--- src/rtl/pbfsp_pkg.sv ---
// Shared types and constants for the protobuf field stream parser
package pbfsp_pkg;

  // largest accepted message in bytes
  localparam int unsigned MAX_MESSAGE_BYTES = 65536;

  // request queue between parser front and result back end
  localparam int unsigned QUEUE_DEPTH = 4;
  localparam int unsigned QUEUE_PTR_W = $clog2(QUEUE_DEPTH);
  localparam int unsigned QUEUE_CNT_W = $clog2(QUEUE_DEPTH + 1);

  typedef enum logic {
    CMD_START = 1'b0,
    CMD_BYTE  = 1'b1
  } cmd_e;

  typedef enum logic [2:0] {
    KIND_VARINT  = 3'd0,
    KIND_HEADER  = 3'd1,
    KIND_PAYLOAD = 3'd2,
    KIND_END     = 3'd3,
    KIND_ERROR   = 3'd4
  } kind_e;

  typedef enum logic [2:0] {
    ERR_NONE    = 3'd0,
    ERR_VARINT  = 3'd1,
    ERR_ZERO    = 3'd2,
    ERR_DECR    = 3'd3,
    ERR_WIRE    = 3'd4,
    ERR_TRUNC   = 3'd5
  } err_e;

  // input request
  typedef struct packed {
    cmd_e        cmd;
    logic [16:0] message_length;
    logic [7:0]  data_byte;
  } in_req_t;

  // output request
  typedef struct packed {
    kind_e       kind;
    logic [31:0] field_number;
    logic [63:0] field_value;
    logic [7:0]  payload_byte;
    logic        payload_last;
    err_e        error_code;
    logic        last;
  } out_res_t;

  // queue entry: one result, optionally followed by a message end
  typedef struct packed {
    kind_e       kind;
    logic [31:0] field_number;
    logic [63:0] field_value;
    logic [7:0]  payload_byte;
    logic        payload_last;
    err_e        error_code;
    logic        add_end;
  } q_entry_t;

  // queue status seen by both sides
  typedef struct packed {
    logic full;
    logic empty;
  } q_stat_t;

endpackage

--- src/rtl/pbfsp_front.sv ---
// Parser front end: takes requests, decodes varints and queues result entries
module pbfsp_front
  import pbfsp_pkg::*;
#(
  parameter int unsigned MaxMessageBytes = MAX_MESSAGE_BYTES
) (
  input  logic     clk_i,
  input  logic     rst_ni,
  input  logic     in_valid_i,
  input  in_req_t  in_data_i,
  input  q_stat_t  q_stat_i,
  output logic     push_o,
  output q_entry_t entry_o
);

  typedef enum logic [2:0] {
    PH_IDLE,
    PH_KEY,
    PH_VALUE,
    PH_LEN,
    PH_PAYLOAD,
    PH_ERROR
  } phase_e;

  localparam logic [2:0] WIRE_VARINT = 3'd0;
  localparam logic [2:0] WIRE_LEN    = 3'd2;

  phase_e      phase_q, phase_d;
  logic [63:0] acc_q, acc_d;
  logic [3:0]  idx_q, idx_d;
  logic [31:0] num_q, num_d;
  logic [31:0] prev_q, prev_d;
  logic [16:0] mleft_q, mleft_d;
  logic [16:0] pleft_q, pleft_d;

  logic        accept;
  logic        active;
  logic [7:0]  b;
  logic [16:0] mleft_n;
  logic [16:0] pleft_n;
  logic [6:0]  shamt;
  logic [63:0] acc_new;
  logic [31:0] key_num;
  logic        vi_bad;
  logic        len_over;
  logic        start_over;
  logic        fail;
  err_e        fail_code;
  logic [31:0] fail_num;
  logic        fdone;

  // input handshake and byte bookkeeping
  assign accept     = in_valid_i && !q_stat_i.full;
  assign b          = in_data_i.data_byte;
  assign active     = (phase_q inside {PH_KEY, PH_VALUE, PH_LEN, PH_PAYLOAD}) &&
                      (mleft_q != '0);
  assign mleft_n    = mleft_q - 17'd1;
  assign pleft_n    = pleft_q - 17'd1;
  assign start_over = {8'd0, in_data_i.message_length} > 25'(MaxMessageBytes);

  // varint byte merge, seven bits per byte
  assign shamt    = 7'({idx_q, 3'b000}) - 7'(idx_q);
  assign acc_new  = acc_q | ({57'd0, b[6:0]} << shamt);
  assign key_num  = acc_new[34:3];
  assign vi_bad   = (idx_q > 4'd9) ||
                    ((idx_q == 4'd9) && (b[7:1] != 7'd0)) ||
                    (!b[7] && (idx_q != 4'd0) && (b == 8'd0));
  assign len_over = (acc_new[63:17] != '0) || (acc_new[16:0] > mleft_n);

  // next state and queue entry
  always_comb begin
    phase_d   = phase_q;
    acc_d     = acc_q;
    idx_d     = idx_q;
    num_d     = num_q;
    prev_d    = prev_q;
    mleft_d   = mleft_q;
    pleft_d   = pleft_q;
    push_o    = 1'b0;
    entry_o   = '0;
    fail      = 1'b0;
    fail_code = ERR_NONE;
    fail_num  = num_q;
    fdone     = 1'b0;
    if (accept) begin
      if (in_data_i.cmd == CMD_START) begin
        phase_d = PH_IDLE;
        acc_d   = '0;
        idx_d   = '0;
        num_d   = '0;
        prev_d  = '0;
        mleft_d = '0;
        pleft_d = '0;
        if (start_over) begin
          fail      = 1'b1;
          fail_code = ERR_TRUNC;
          fail_num  = '0;
        end else if (in_data_i.message_length == '0) begin
          push_o       = 1'b1;
          entry_o.kind = KIND_END;
        end else begin
          mleft_d = in_data_i.message_length;
          phase_d = PH_KEY;
        end
      end else if (active) begin
        mleft_d = mleft_n;
        if (phase_q == PH_PAYLOAD) begin
          pleft_d              = pleft_n;
          push_o               = 1'b1;
          entry_o.kind         = KIND_PAYLOAD;
          entry_o.field_number = num_q;
          entry_o.payload_byte = b;
          entry_o.payload_last = (pleft_n == '0);
          fdone                = (pleft_n == '0);
        end else if (vi_bad) begin
          fail      = 1'b1;
          fail_code = ERR_VARINT;
        end else if (b[7]) begin
          acc_d = acc_new;
          idx_d = idx_q + 4'd1;
          if (mleft_n == '0) begin
            fail      = 1'b1;
            fail_code = ERR_TRUNC;
          end
        end else begin
          acc_d = '0;
          idx_d = '0;
          case (phase_q)
            PH_KEY: begin
              num_d    = key_num;
              fail_num = key_num;
              if (key_num == '0) begin
                fail      = 1'b1;
                fail_code = ERR_ZERO;
              end else if (key_num < prev_q) begin
                fail      = 1'b1;
                fail_code = ERR_DECR;
              end else begin
                prev_d = key_num;
                if (acc_new[2:0] == WIRE_VARINT) begin
                  phase_d = PH_VALUE;
                end else if (acc_new[2:0] == WIRE_LEN) begin
                  phase_d = PH_LEN;
                end else begin
                  fail      = 1'b1;
                  fail_code = ERR_WIRE;
                end
                if (!fail && (mleft_n == '0)) begin
                  fail      = 1'b1;
                  fail_code = ERR_TRUNC;
                end
              end
            end
            PH_VALUE: begin
              push_o               = 1'b1;
              entry_o.kind         = KIND_VARINT;
              entry_o.field_number = num_q;
              entry_o.field_value  = acc_new;
              fdone                = 1'b1;
            end
            PH_LEN: begin
              if (len_over) begin
                fail      = 1'b1;
                fail_code = ERR_TRUNC;
              end else begin
                push_o               = 1'b1;
                entry_o.kind         = KIND_HEADER;
                entry_o.field_number = num_q;
                entry_o.field_value  = acc_new;
                if (acc_new == '0) begin
                  fdone = 1'b1;
                end else begin
                  pleft_d = acc_new[16:0];
                  phase_d = PH_PAYLOAD;
                end
              end
            end
            default: begin
            end
          endcase
        end
      end
    end
    // field finished: close the message or wait for the next key
    if (fdone) begin
      if (mleft_n == '0) begin
        entry_o.add_end = 1'b1;
        phase_d         = PH_IDLE;
      end else begin
        phase_d = PH_KEY;
        acc_d   = '0;
        idx_d   = '0;
        num_d   = '0;
      end
    end
    // error aborts the message until the next start
    if (fail) begin
      push_o               = 1'b1;
      entry_o              = '0;
      entry_o.kind         = KIND_ERROR;
      entry_o.field_number = fail_num;
      entry_o.error_code   = fail_code;
      phase_d              = PH_ERROR;
    end
  end

  // parser state
  always_ff @(posedge clk_i or negedge rst_ni) begin
    if (!rst_ni) begin
      phase_q <= PH_IDLE;
      acc_q   <= '0;
      idx_q   <= '0;
      num_q   <= '0;
      prev_q  <= '0;
      mleft_q <= '0;
      pleft_q <= '0;
    end else begin
      phase_q <= phase_d;
      acc_q   <= acc_d;
      idx_q   <= idx_d;
      num_q   <= num_d;
      prev_q  <= prev_d;
      mleft_q <= mleft_d;
      pleft_q <= pleft_d;
    end
  end

  // payload count never outruns the message
  assert property (@(posedge clk_i) disable iff (!rst_ni)
    phase_q == PH_PAYLOAD |-> (pleft_q != '0) && (pleft_q <= mleft_q))
    else $error("payload count out of range");

  // varint index stays within ten bytes
  assert property (@(posedge clk_i) disable iff (!rst_ni)
    idx_q <= 4'd9)
    else $error("varint index overflow");

  // entries are only pushed while the queue has room
  assert property (@(posedge clk_i) disable iff (!rst_ni)
    push_o |-> !q_stat_i.full)
    else $error("push into full queue");

endmodule

--- src/rtl/pbfsp_queue.sv ---
// Short entry queue between the parser front and the result back end
module pbfsp_queue
  import pbfsp_pkg::*;
(
  input  logic     clk_i,
  input  logic     rst_ni,
  input  logic     push_i,
  input  q_entry_t entry_i,
  input  logic     pop_i,
  output q_entry_t head_o,
  output q_stat_t  stat_o
);

  q_entry_t               mem_q [QUEUE_DEPTH];
  logic [QUEUE_PTR_W-1:0] wr_q, wr_d;
  logic [QUEUE_PTR_W-1:0] rd_q, rd_d;
  logic [QUEUE_CNT_W-1:0] cnt_q, cnt_d;
  logic                   do_push;
  logic                   do_pop;

  assign stat_o.full  = (cnt_q == QUEUE_CNT_W'(QUEUE_DEPTH));
  assign stat_o.empty = (cnt_q == '0);
  assign do_push      = push_i && !stat_o.full;
  assign do_pop       = pop_i && !stat_o.empty;
  assign head_o       = mem_q[rd_q];

  // pointer and fill count update
  always_comb begin
    wr_d  = wr_q;
    rd_d  = rd_q;
    cnt_d = cnt_q;
    if (do_push) begin
      wr_d = (wr_q == QUEUE_PTR_W'(QUEUE_DEPTH - 1)) ? '0 : wr_q + 1'b1;
    end
    if (do_pop) begin
      rd_d = (rd_q == QUEUE_PTR_W'(QUEUE_DEPTH - 1)) ? '0 : rd_q + 1'b1;
    end
    case ({do_push, do_pop})
      2'b10:   cnt_d = cnt_q + 1'b1;
      2'b01:   cnt_d = cnt_q - 1'b1;
      default: cnt_d = cnt_q;
    endcase
  end

  always_ff @(posedge clk_i or negedge rst_ni) begin
    if (!rst_ni) begin
      wr_q  <= '0;
      rd_q  <= '0;
      cnt_q <= '0;
    end else begin
      wr_q  <= wr_d;
      rd_q  <= rd_d;
      cnt_q <= cnt_d;
    end
  end

  // entry storage
  always_ff @(posedge clk_i) begin
    if (do_push) begin
      mem_q[wr_q] <= entry_i;
    end
  end

  // fill count never exceeds the depth
  assert property (@(posedge clk_i) disable iff (!rst_ni)
    cnt_q <= QUEUE_CNT_W'(QUEUE_DEPTH))
    else $error("queue count overflow");

endmodule

--- src/rtl/pbfsp_back.sv ---
// Result back end: expands queue entries into output requests
module pbfsp_back
  import pbfsp_pkg::*;
(
  input  logic     clk_i,
  input  logic     rst_ni,
  input  q_entry_t head_i,
  input  q_stat_t  q_stat_i,
  output logic     pop_o,
  output logic     out_valid_o,
  input  logic     out_stall_i,
  output out_res_t out_data_o
);

  out_res_t out_q, out_d;
  logic     valid_q, valid_d;
  logic     pend_q, pend_d;
  logic     load;

  assign load        = !valid_q || !out_stall_i;
  assign out_valid_o = valid_q;
  assign out_data_o  = out_q;

  // output register refill: pending end first, then the queue head
  always_comb begin
    pop_o   = 1'b0;
    out_d   = out_q;
    valid_d = valid_q && out_stall_i;
    pend_d  = pend_q;
    if (load) begin
      if (pend_q) begin
        out_d      = '0;
        out_d.kind = KIND_END;
        out_d.last = 1'b1;
        valid_d    = 1'b1;
        pend_d     = 1'b0;
      end else if (!q_stat_i.empty) begin
        pop_o              = 1'b1;
        out_d.kind         = head_i.kind;
        out_d.field_number = head_i.field_number;
        out_d.field_value  = head_i.field_value;
        out_d.payload_byte = head_i.payload_byte;
        out_d.payload_last = head_i.payload_last;
        out_d.error_code   = head_i.error_code;
        out_d.last         = !head_i.add_end;
        valid_d            = 1'b1;
        pend_d             = head_i.add_end;
      end
    end
  end

  always_ff @(posedge clk_i or negedge rst_ni) begin
    if (!rst_ni) begin
      out_q   <= '0;
      valid_q <= 1'b0;
      pend_q  <= 1'b0;
    end else begin
      out_q   <= out_d;
      valid_q <= valid_d;
      pend_q  <= pend_d;
    end
  end

  // a pending end always follows a shown result that is not the last
  assert property (@(posedge clk_i) disable iff (!rst_ni)
    pend_q |-> valid_q && !out_q.last)
    else $error("pending end without open result");

  // a message end always closes its input request
  assert property (@(posedge clk_i) disable iff (!rst_ni)
    valid_q && (out_q.kind == KIND_END) |-> out_q.last)
    else $error("message end not marked last");

endmodule

--- src/rtl/protobuf_field_stream_parser_unit.sv ---
// Top level of the protobuf field stream parser
//
//   channel | direction | payload    | handshake
//   --------+-----------+------------+--------------------------
//   in      | input     | in_req_t   | in_valid_i / in_stall_o
//   out     | output    | out_res_t  | out_valid_o / out_stall_i
//
// One input request is taken every cycle while the entry queue has room.
// Each request yields at most one queue entry; the back end turns an entry into
// one or two results, one result per cycle while out_stall_i is low, so an entry
// that closes a message holds the back end for both of its results.
// A result passes the queue storage and then the output register.
// Reset is asynchronous and clears all parser state; no clearing pass.
// in_stall_o is high while the four-entry queue is full.
module protobuf_field_stream_parser_unit
  import pbfsp_pkg::*;
#(
  parameter int unsigned MaxMessageBytes = MAX_MESSAGE_BYTES
) (
  input  logic     clk_i,
  input  logic     rst_ni,
  input  logic     in_valid_i,
  output logic     in_stall_o,
  input  in_req_t  in_data_i,
  output logic     out_valid_o,
  input  logic     out_stall_i,
  output out_res_t out_data_o
);

  logic     push;
  logic     pop;
  q_entry_t entry;
  q_entry_t head;
  q_stat_t  q_stat;

  assign in_stall_o = q_stat.full;

  // parser front
  pbfsp_front #(
    .MaxMessageBytes(MaxMessageBytes)
  ) u_front (
    .clk_i      (clk_i),
    .rst_ni     (rst_ni),
    .in_valid_i (in_valid_i),
    .in_data_i  (in_data_i),
    .q_stat_i   (q_stat),
    .push_o     (push),
    .entry_o    (entry)
  );

  // entry queue
  pbfsp_queue u_queue (
    .clk_i   (clk_i),
    .rst_ni  (rst_ni),
    .push_i  (push),
    .entry_i (entry),
    .pop_i   (pop),
    .head_o  (head),
    .stat_o  (q_stat)
  );

  // result back end
  pbfsp_back u_back (
    .clk_i       (clk_i),
    .rst_ni      (rst_ni),
    .head_i      (head),
    .q_stat_i    (q_stat),
    .pop_o       (pop),
    .out_valid_o (out_valid_o),
    .out_stall_i (out_stall_i),
    .out_data_o  (out_data_o)
  );

endmodule
--- config.mk ---
export PLATFORM = sky130hd
export DESIGN_NAME = protobuf_field_stream_parser_unit
export DESIGN_NICKNAME = d
export VERILOG_FILES = /design/src/rtl/pbfsp_pkg.sv /design/src/rtl/pbfsp_front.sv /design/src/rtl/pbfsp_queue.sv /design/src/rtl/pbfsp_back.sv /design/src/rtl/protobuf_field_stream_parser_unit.sv
export SDC_FILE = /design/constraint.sdc
export NUM_CORES = 1
export LEC_CHECK = 0
export BUFFER_PORTS_ARGS = -buffer_cell sky130_fd_sc_hd__buf_2
export CAP_MARGIN = 0
export CORE_ASPECT_RATIO = 2
export CORE_MARGIN = 2
export CORE_UTILIZATION = 60
export CTS_CLUSTER_SIZE = 8
export DETAILED_ROUTE_END_ITERATION = 12
export PLACE_DENSITY = 0.84
export SYNTH_ARGS = -nofsm -noshare
export SYNTH_HDL_FRONTEND = slang
export SYNTH_SLANG_ARGS = --single-unit
--- constraint.sdc ---
create_clock -name clk_i -period 10.6 [get_ports clk_i]
set_input_delay 0.53 -clock clk_i [delete_from_list [all_inputs] [get_ports clk_i]]
set_output_delay 0.53 -clock clk_i [all_outputs]
set_load 0.01 [all_outputs]
== After elaboration in Yosys (flattened, before gate mapping) ==
Memory sizes are Yosys's and may differ from the RTL's.
Cells that the tools add are included.

* Output and inout bits: 114
* Logic and storage cells: 263
* Memory bits (writable): 448
* Memories kept: 1
* Register bits after elaboration: 290
* Input port bits: 30

{| class="wikitable"
|+ Memory list
! memory !! depth !! width !! read ports !! clocked after Yosys merged registers in !! write ports !! line !! text
|-
| u_queue.mem_q || 4 || 112 || 1 || 0 || 1 || pbfsp_queue.sv:14 || <nowiki>q_entry_t mem_q [QUEUE_DEPTH];</nowiki>
|}

* Order comparisons: 4
* Reduce and logical (&&, ||, !) cells: 40
* Shift operators: 1
* Bitwise operators: 1
* Equal/unequal tests: 34
* Add/subtract/negate cells: 8
* Multiplexer cells: 155

{| class="wikitable"
|+ Operators with widths
! operator !! count
|-
| $mux W32 || 20
|-
| $mux W64 || 9
|-
| $mux W112 || 3
|-
| $mux W108 || 2
|-
| $mux W17 || 12
|-
| $mux W99 || 2
|-
| $pmux W99 S2 || 1
|-
| $mux W105 || 1
|-
| $mux W97 || 1
|-
| $mux W3 || 31
|-
| $logic_not A64 Y1 || 1
|-
| $or A64 B64 Y64 || 1
|-
| $shl A7 B7 Y64 || 1
|-
| $mux W1 || 54
|-
| $logic_not A17 Y1 || 3
|-
| $reduce_bool A47 Y1 || 1
|-
| $mux W35 || 1
|-
| $sub A17 B1 Y17 const B || 2
|-
| $logic_not A32 Y1 || 1
|-
| $lt A32 B32 Y1 || 1
|-
| $mux W4 || 8
|-
| $pmux W3 S2 || 3
|-
| $gt A17 B17 Y1 || 1
|-
| $gt A17 B17 Y1 const B || 1
|-
| other kinds (41) || 82
|}

== Logic depth before layout (Yosys ltp) ==
* Depth in word-level cells: 31
* Depth in mapped cells: 34
* Depth with buffers taken out: 28

== Modules after synthesis ==
Synthesis repeated with hierarchy kept, for this count alone.

* Cells, all modules: 2777
* Area, all modules: 34140.2 sq um

{| class="wikitable"
|+ Modules (own cells, without submodules)
! module !! area an instance (sq um) !! instances !! cells each !! seq. area each (sq um)
|-
| pbfsp_queue || 16607.2 || 1 || 628 || 13628.1
|-
| pbfsp_front || 12848.6 || 1 || 1641 || 4229.1
|-
| pbfsp_back || 4684.5 || 1 || 508 || 2852.7
|}

== Least setup slack after synthesis ==
OpenSTA, ideal clock, no wires.

* Kind: flip-flop to flip-flop
* Start point: reg u_front.idx_q[0]
* End point: mem u_queue.mem_q[0][0] in the netlist's numbering (enable)
* Path slack: 2.114 ns
* Period minus slack after synthesis: 8.486 ns
* Required time: 10.116 ns
* Arrival: 8.003 ns
* Setup time: 0.484 ns
* Stages on the path, launching flop included: 27
* Buffers on the path: 5
* Path through: dfrtp_1 > buf_6 > buf_6 > buf_6 > inv_1 > ha_1 > buf_4 > xor2_1 > mux2_2 > o22a_4 > and2_0 > clkbuf_2 > a21oi_1 > inv_1 > ha_1 > a221oi_1 > o21ai_0 > a221o_1 > a311oi_1 > o221ai_1 > a211oi_1 > a31o_4 > o21ai_2 > a2111oi_4 > o21ai_2 > o211ai_2 > and2_1

* Cells in the longest elaborated chain, start to end: 31
* Elaborated cells on any way between the ends: 54
* Those cells by class: 1 x add/sub; 3 x order compare; 2 x eq/ne; 1 x shift; 33 x mux; 1 x bitwise; 13 x reduce/logical

{| class="wikitable"
|+ Ends and longest elaborated chain
! what !! line !! text
|-
| start: declaration || pbfsp_front.sv:30 || <nowiki>logic [3:0] idx_q, idx_d;</nowiki>
|-
| start signal: assignment || pbfsp_front.sv:220 || <nowiki>idx_q <= idx_d;</nowiki>
|-
| $sub A7 B4 Y7 || pbfsp_front.sv:62 || <nowiki>assign shamt = 7'({idx_q, 3'b000}) - 7'(idx_q);</nowiki>
|-
| $shl A7 B7 Y64 || pbfsp_front.sv:63 || <nowiki>assign acc_new = acc_q | ({57'd0, b[6:0]} << shamt);</nowiki>
|-
| $or A64 B64 Y64 || pbfsp_front.sv:63 ||
|-
| $eq A3 B2 Y1 || pbfsp_front.sv:142 || <nowiki>end else if (acc_new[2:0] == WIRE_LEN) begin</nowiki>
|-
| $mux W1 || pbfsp_front.sv:142 ||
|-
| $mux W1 || pbfsp_front.sv:140 || <nowiki>if (acc_new[2:0] == WIRE_VARINT) begin</nowiki>
|-
| $mux W1 || pbfsp_front.sv:135 || <nowiki>end else if (key_num < prev_q) begin</nowiki>
|-
| $mux W1 || pbfsp_front.sv:132 || <nowiki>if (key_num == '0) begin</nowiki>
|-
| [... 15 more ...] || -- ||
|-
| $mux W1 || pbfsp_front.sv:107 || <nowiki>if (phase_q == PH_PAYLOAD) begin</nowiki>
|-
| $mux W1 || pbfsp_front.sv:105 || <nowiki>end else if (active) begin</nowiki>
|-
| $mux W1 || pbfsp_front.sv:86 || <nowiki>if (in_data_i.cmd == CMD_START) begin</nowiki>
|-
| $mux W1 || pbfsp_front.sv:85 || <nowiki>if (accept) begin</nowiki>
|-
| $mux W1 * || pbfsp_front.sv:197 || <nowiki>if (fail) begin</nowiki>
|-
| $logic_and A1 B1 Y1 * || pbfsp_queue.sv:23 || <nowiki>assign do_push = push_i && !stat_o.full;</nowiki>
|-
| $mux W1 * || pbfsp_queue.sv:59 || <nowiki>if (do_push) begin</nowiki>
|-
| $mux W1 (implied by the code) * || pbfsp_queue.sv:60 || <nowiki>mem_q[wr_q] <= entry_i;</nowiki>
|-
| end: declaration || pbfsp_queue.sv:14 ||
|}

Every way passes the cells marked *; elsewhere a longest branch is shown, timed or not. The select of a mux whose other input is x is not followed.

== Worst setup path in the final report ==
* Start point: reg u_front.idx_q[0]
* End point: mem u_queue.mem_q[0][75] in the netlist's numbering (enable)

Same word-level chain as after synthesis.

==> metrics.cfg <==
[setup_path]
cp-start-kind=register
crit_type=reg -> reg
worstPathMaxFanout=44
cp.required_ns=10.87
cp.arrival_ns=9.31
cp-end-kind=register

[sta]
setup_slack_ns=1.555
finalHoldViolCount=0
tns_ns=0
max_slew_margin_pct=14.63
post-route-min-period_ns=9.045
rsz0062_at_grt=no
finClkSkew_ns=0.04105
drv_slew=0
fmax_mhz=110.6
hold-worst-slack_ns=0.1544
worst_pin_slew_ns=1.281
timing.final.crit_share_pct=85.33
setup_viol=0

[yosys]
avgSynthCellArea_um2=13.43
synth_cell_type_count=103
synth_seq_cells=738
syn_area_um2=33140
synth-main-ff-cell=edfxtp_1
yosys_warnings=0
async_flop_share_pct=39.30
ys_seq_area_share_pct=62.49
synth_enable_flop_cells=448
synth_fp_nets=2565
syn_inst=2467

[floorplanning]
die_w_um=170.2
ioPinCount=144
die_h_um=336.4
dieArea_um2=57250
num_rows=121
core_um2=54500
initial_core_util_pct=60.81

[routing]
wire_per_inst_um=29.83
avgViaCountPerCell=7.093
drtIter0Drc=2763
drc_errors=0
ant_nets=0
dr.pass1.iters=9
vias=23827
routed_wl_mm=100.2

[global_routing]
antenna_found_initial=0
grt-ovfl-total=0
first_global_vias=24262
grt_max_degree=110
grt_pass1_wl_mm=150.4
grtUsageTotal_pct=35.58

[worst_hold_path]
hold_class=in -> reg

[layout]
drive_gt1_share_pct=18.23
nFillCells=3496
syn2layout_area_growth_pct=13.10
num-nets-final=2697
most-common-layout-cells=edfxtp_1, dfrtp_1, nor2_1
layout_commonest_cell=edfxtp_1

[clock_tree]
clock_tree.htree_level_count=3
cts_setup_buffers=0
cts_resized=0
cts_made_buffers=102
cts-root-buf=clkbuf_16
clk_pin_slew_ns=0.05
cts_buffer_depth=3
cts_tree=done
clk-insertion-delay-late_ns=0.67
clock_sinks=738

[place]
port_buffers=143
hpwl_mm=63.88
pre_cts_ws_ns=1.806
gp_congestion=0.9993

[power_and_ir_drop]
peakVddDrop_mv=0.2492
power_density_nw_per_um2=324.8
p_leak_uw=0.01455

[outcome]
status=finished clean

[job]
drv_cap=0

per-layer routing:
| layer | wire length, um | track usage [%] | up-vias |
|---|---|---|---|
| li1 | - | - | 9775 |
| met1 | 33540 | 41.04 | 11940 |
| met2 | 50540 | 60.05 | 1717 |
| met3 | 8512 | 6.944 | 395 |
| met4 | 7597 | 23.86 | 0 |
| met5 | 0 | 0 | - |
repair_timing:
action / in CTS / in global routing
setup endpoints to repair: 0 / 0
hold buffers: 1 / 0
hold endpoints to repair: 38 / 0
sequential cells by signal (all words and copies together), names as in the netlist:
signal              cells
u_queue.mem_q         448
u_front.acc_q          64
u_front.prev_q         32
u_queue.rd_q            2
u_front.mleft_q        17
u_front.num_q          32
u_back.out_data_o     112
u_front.phase_q         3
u_back.out_valid_o      1
u_queue.cnt_q           3
u_front.pleft_q        17
u_front.idx_q           4
u_queue.wr_q            2
u_back.pend_q           1
per-stage QoR:
step	total power (uW)	cell area (um^2)	utilization, %	std cells
after floorplan	7248	33140	-	2467
after global placement	8789	34470	63.25	3170
after detailed placement	8952	34470	63.25	3170
after CTS	12080	37480	68.77	3358
after global routing	12650	37480	68.77	3358
final	12170	37480	68.78	3359
power by group:
part	switching, uW	internal, uW	total [uW]	leakage, uW
logic	3190	1820	5000	0.00514
clock network	1240	1820	3060	0.00141
registers	458	3650	4110	0.00800
Yosys cell counts, types with 9 or more instances:
cell type | count | area (um^2)
edfxtp_1 | 448 | 13450
dfrtp_1 | 290 | 7257
nor2_1 | 240 | 900.9
nand2_1 | 150 | 563.0
clkbuf_1 | 126 | 473.0
mux4_2 | 114 | 2567
a21oi_1 | 110 | 550.5
a22o_1 | 110 | 963.4
o21ai_0 | 103 | 515.5
inv_1 | 94 | 352.8
a22oi_1 | 87 | 653.1
ha_1 | 67 | 838.3
nor3_1 | 39 | 195.2
nand3_1 | 37 | 185.2
o31ai_1 | 36 | 270.3
o2bb2ai_1 | 35 | 306.5
nor4_1 | 34 | 212.7
and2_1 | 22 | 137.6
nand4_1 | 20 | 125.1
xnor2_1 | 16 | 140.1
nor2b_1 | 15 | 93.84
buf_2 | 14 | 70.07
a21o_1 | 13 | 97.59
buf_1 | 10 | 37.54
a31oi_1 | 9 | 56.30
and3_1 | 9 | 56.30
buf_6 | 9 | 101.4
or2_2 | 9 | 56.30
or3_1 | 9 | 56.30
or4_1 | 9 | 67.56
layout make-up:
class / count / area, um^2 / area share, %
flip-flops and latches: 738 / 20720 / 55.27
multi-input cells: 1472 / 11430 / 30.50
clock buffers: 180 / 2867 / 7.647
repair buffers: 190 / 1131 / 3.017
well taps: 676 / 845.8 / 2.256
inverters: 95 / 357.8 / 0.9546
clock inverters: 7 / 132.6 / 0.3538
diodes: 1 / 2.502 / 0.006676
cells by family after synthesis:
logic type | Yosys count | synth area share [%]
adders and majority gates | 68 | 2.590
buffers and inverters | 257 | 3.194
and+or+nand+nor | 629 | 8.883
DFF | 738 | 62.49
muxes | 126 | 8.162
AOI/OAI and AO/OA | 625 | 14.05
xor gates and xnor gates | 24 | 0.6342
path summary, 6_finish.rpt:
check                           slack (ns)          startpoint                   end  cells after the start
worst max-delay path                  1.56    u_front.idx_q[0]  u_queue.mem_q[0][75]                     23
worst min-delay path                  0.15         out_stall_i         u_back.pend_q                      3
worst max register to register        1.56    u_front.idx_q[0]  u_queue.mem_q[0][75]                     23
worst min register to register        0.48  u_front.prev_q[19]    u_front.prev_q[19]                      2
max in group asynchronous             7.72              rst_ni     u_front.num_q[14]                      4
min in group asynchronous             0.49              rst_ni      u_front.idx_q[3]                      2
worst max-delay path, stage by stage (launching register included):
cell and delay (ns):
dfrtp_1 0.70, buf_4 0.36, inv_1 0.09, ha_1 0.87, inv_1 0.29, mux2_2 0.39, a21oi_1 0.76, and2_0 0.53
a21oi_1 0.27, inv_1 0.18, ha_1 0.27, nor2_1 0.09, nor2_1 0.05, a221o_1 0.33, a311oi_1 0.28, o221ai_1 0.25
a211oi_1 0.55, a31o_4 0.19, o21ai_2 0.08, a2111oi_4 0.42, o21ai_2 0.22, o211ai_2 0.45, and2_4 0.38, buf_4 0.59
Power figures use the tool's default switching activity.
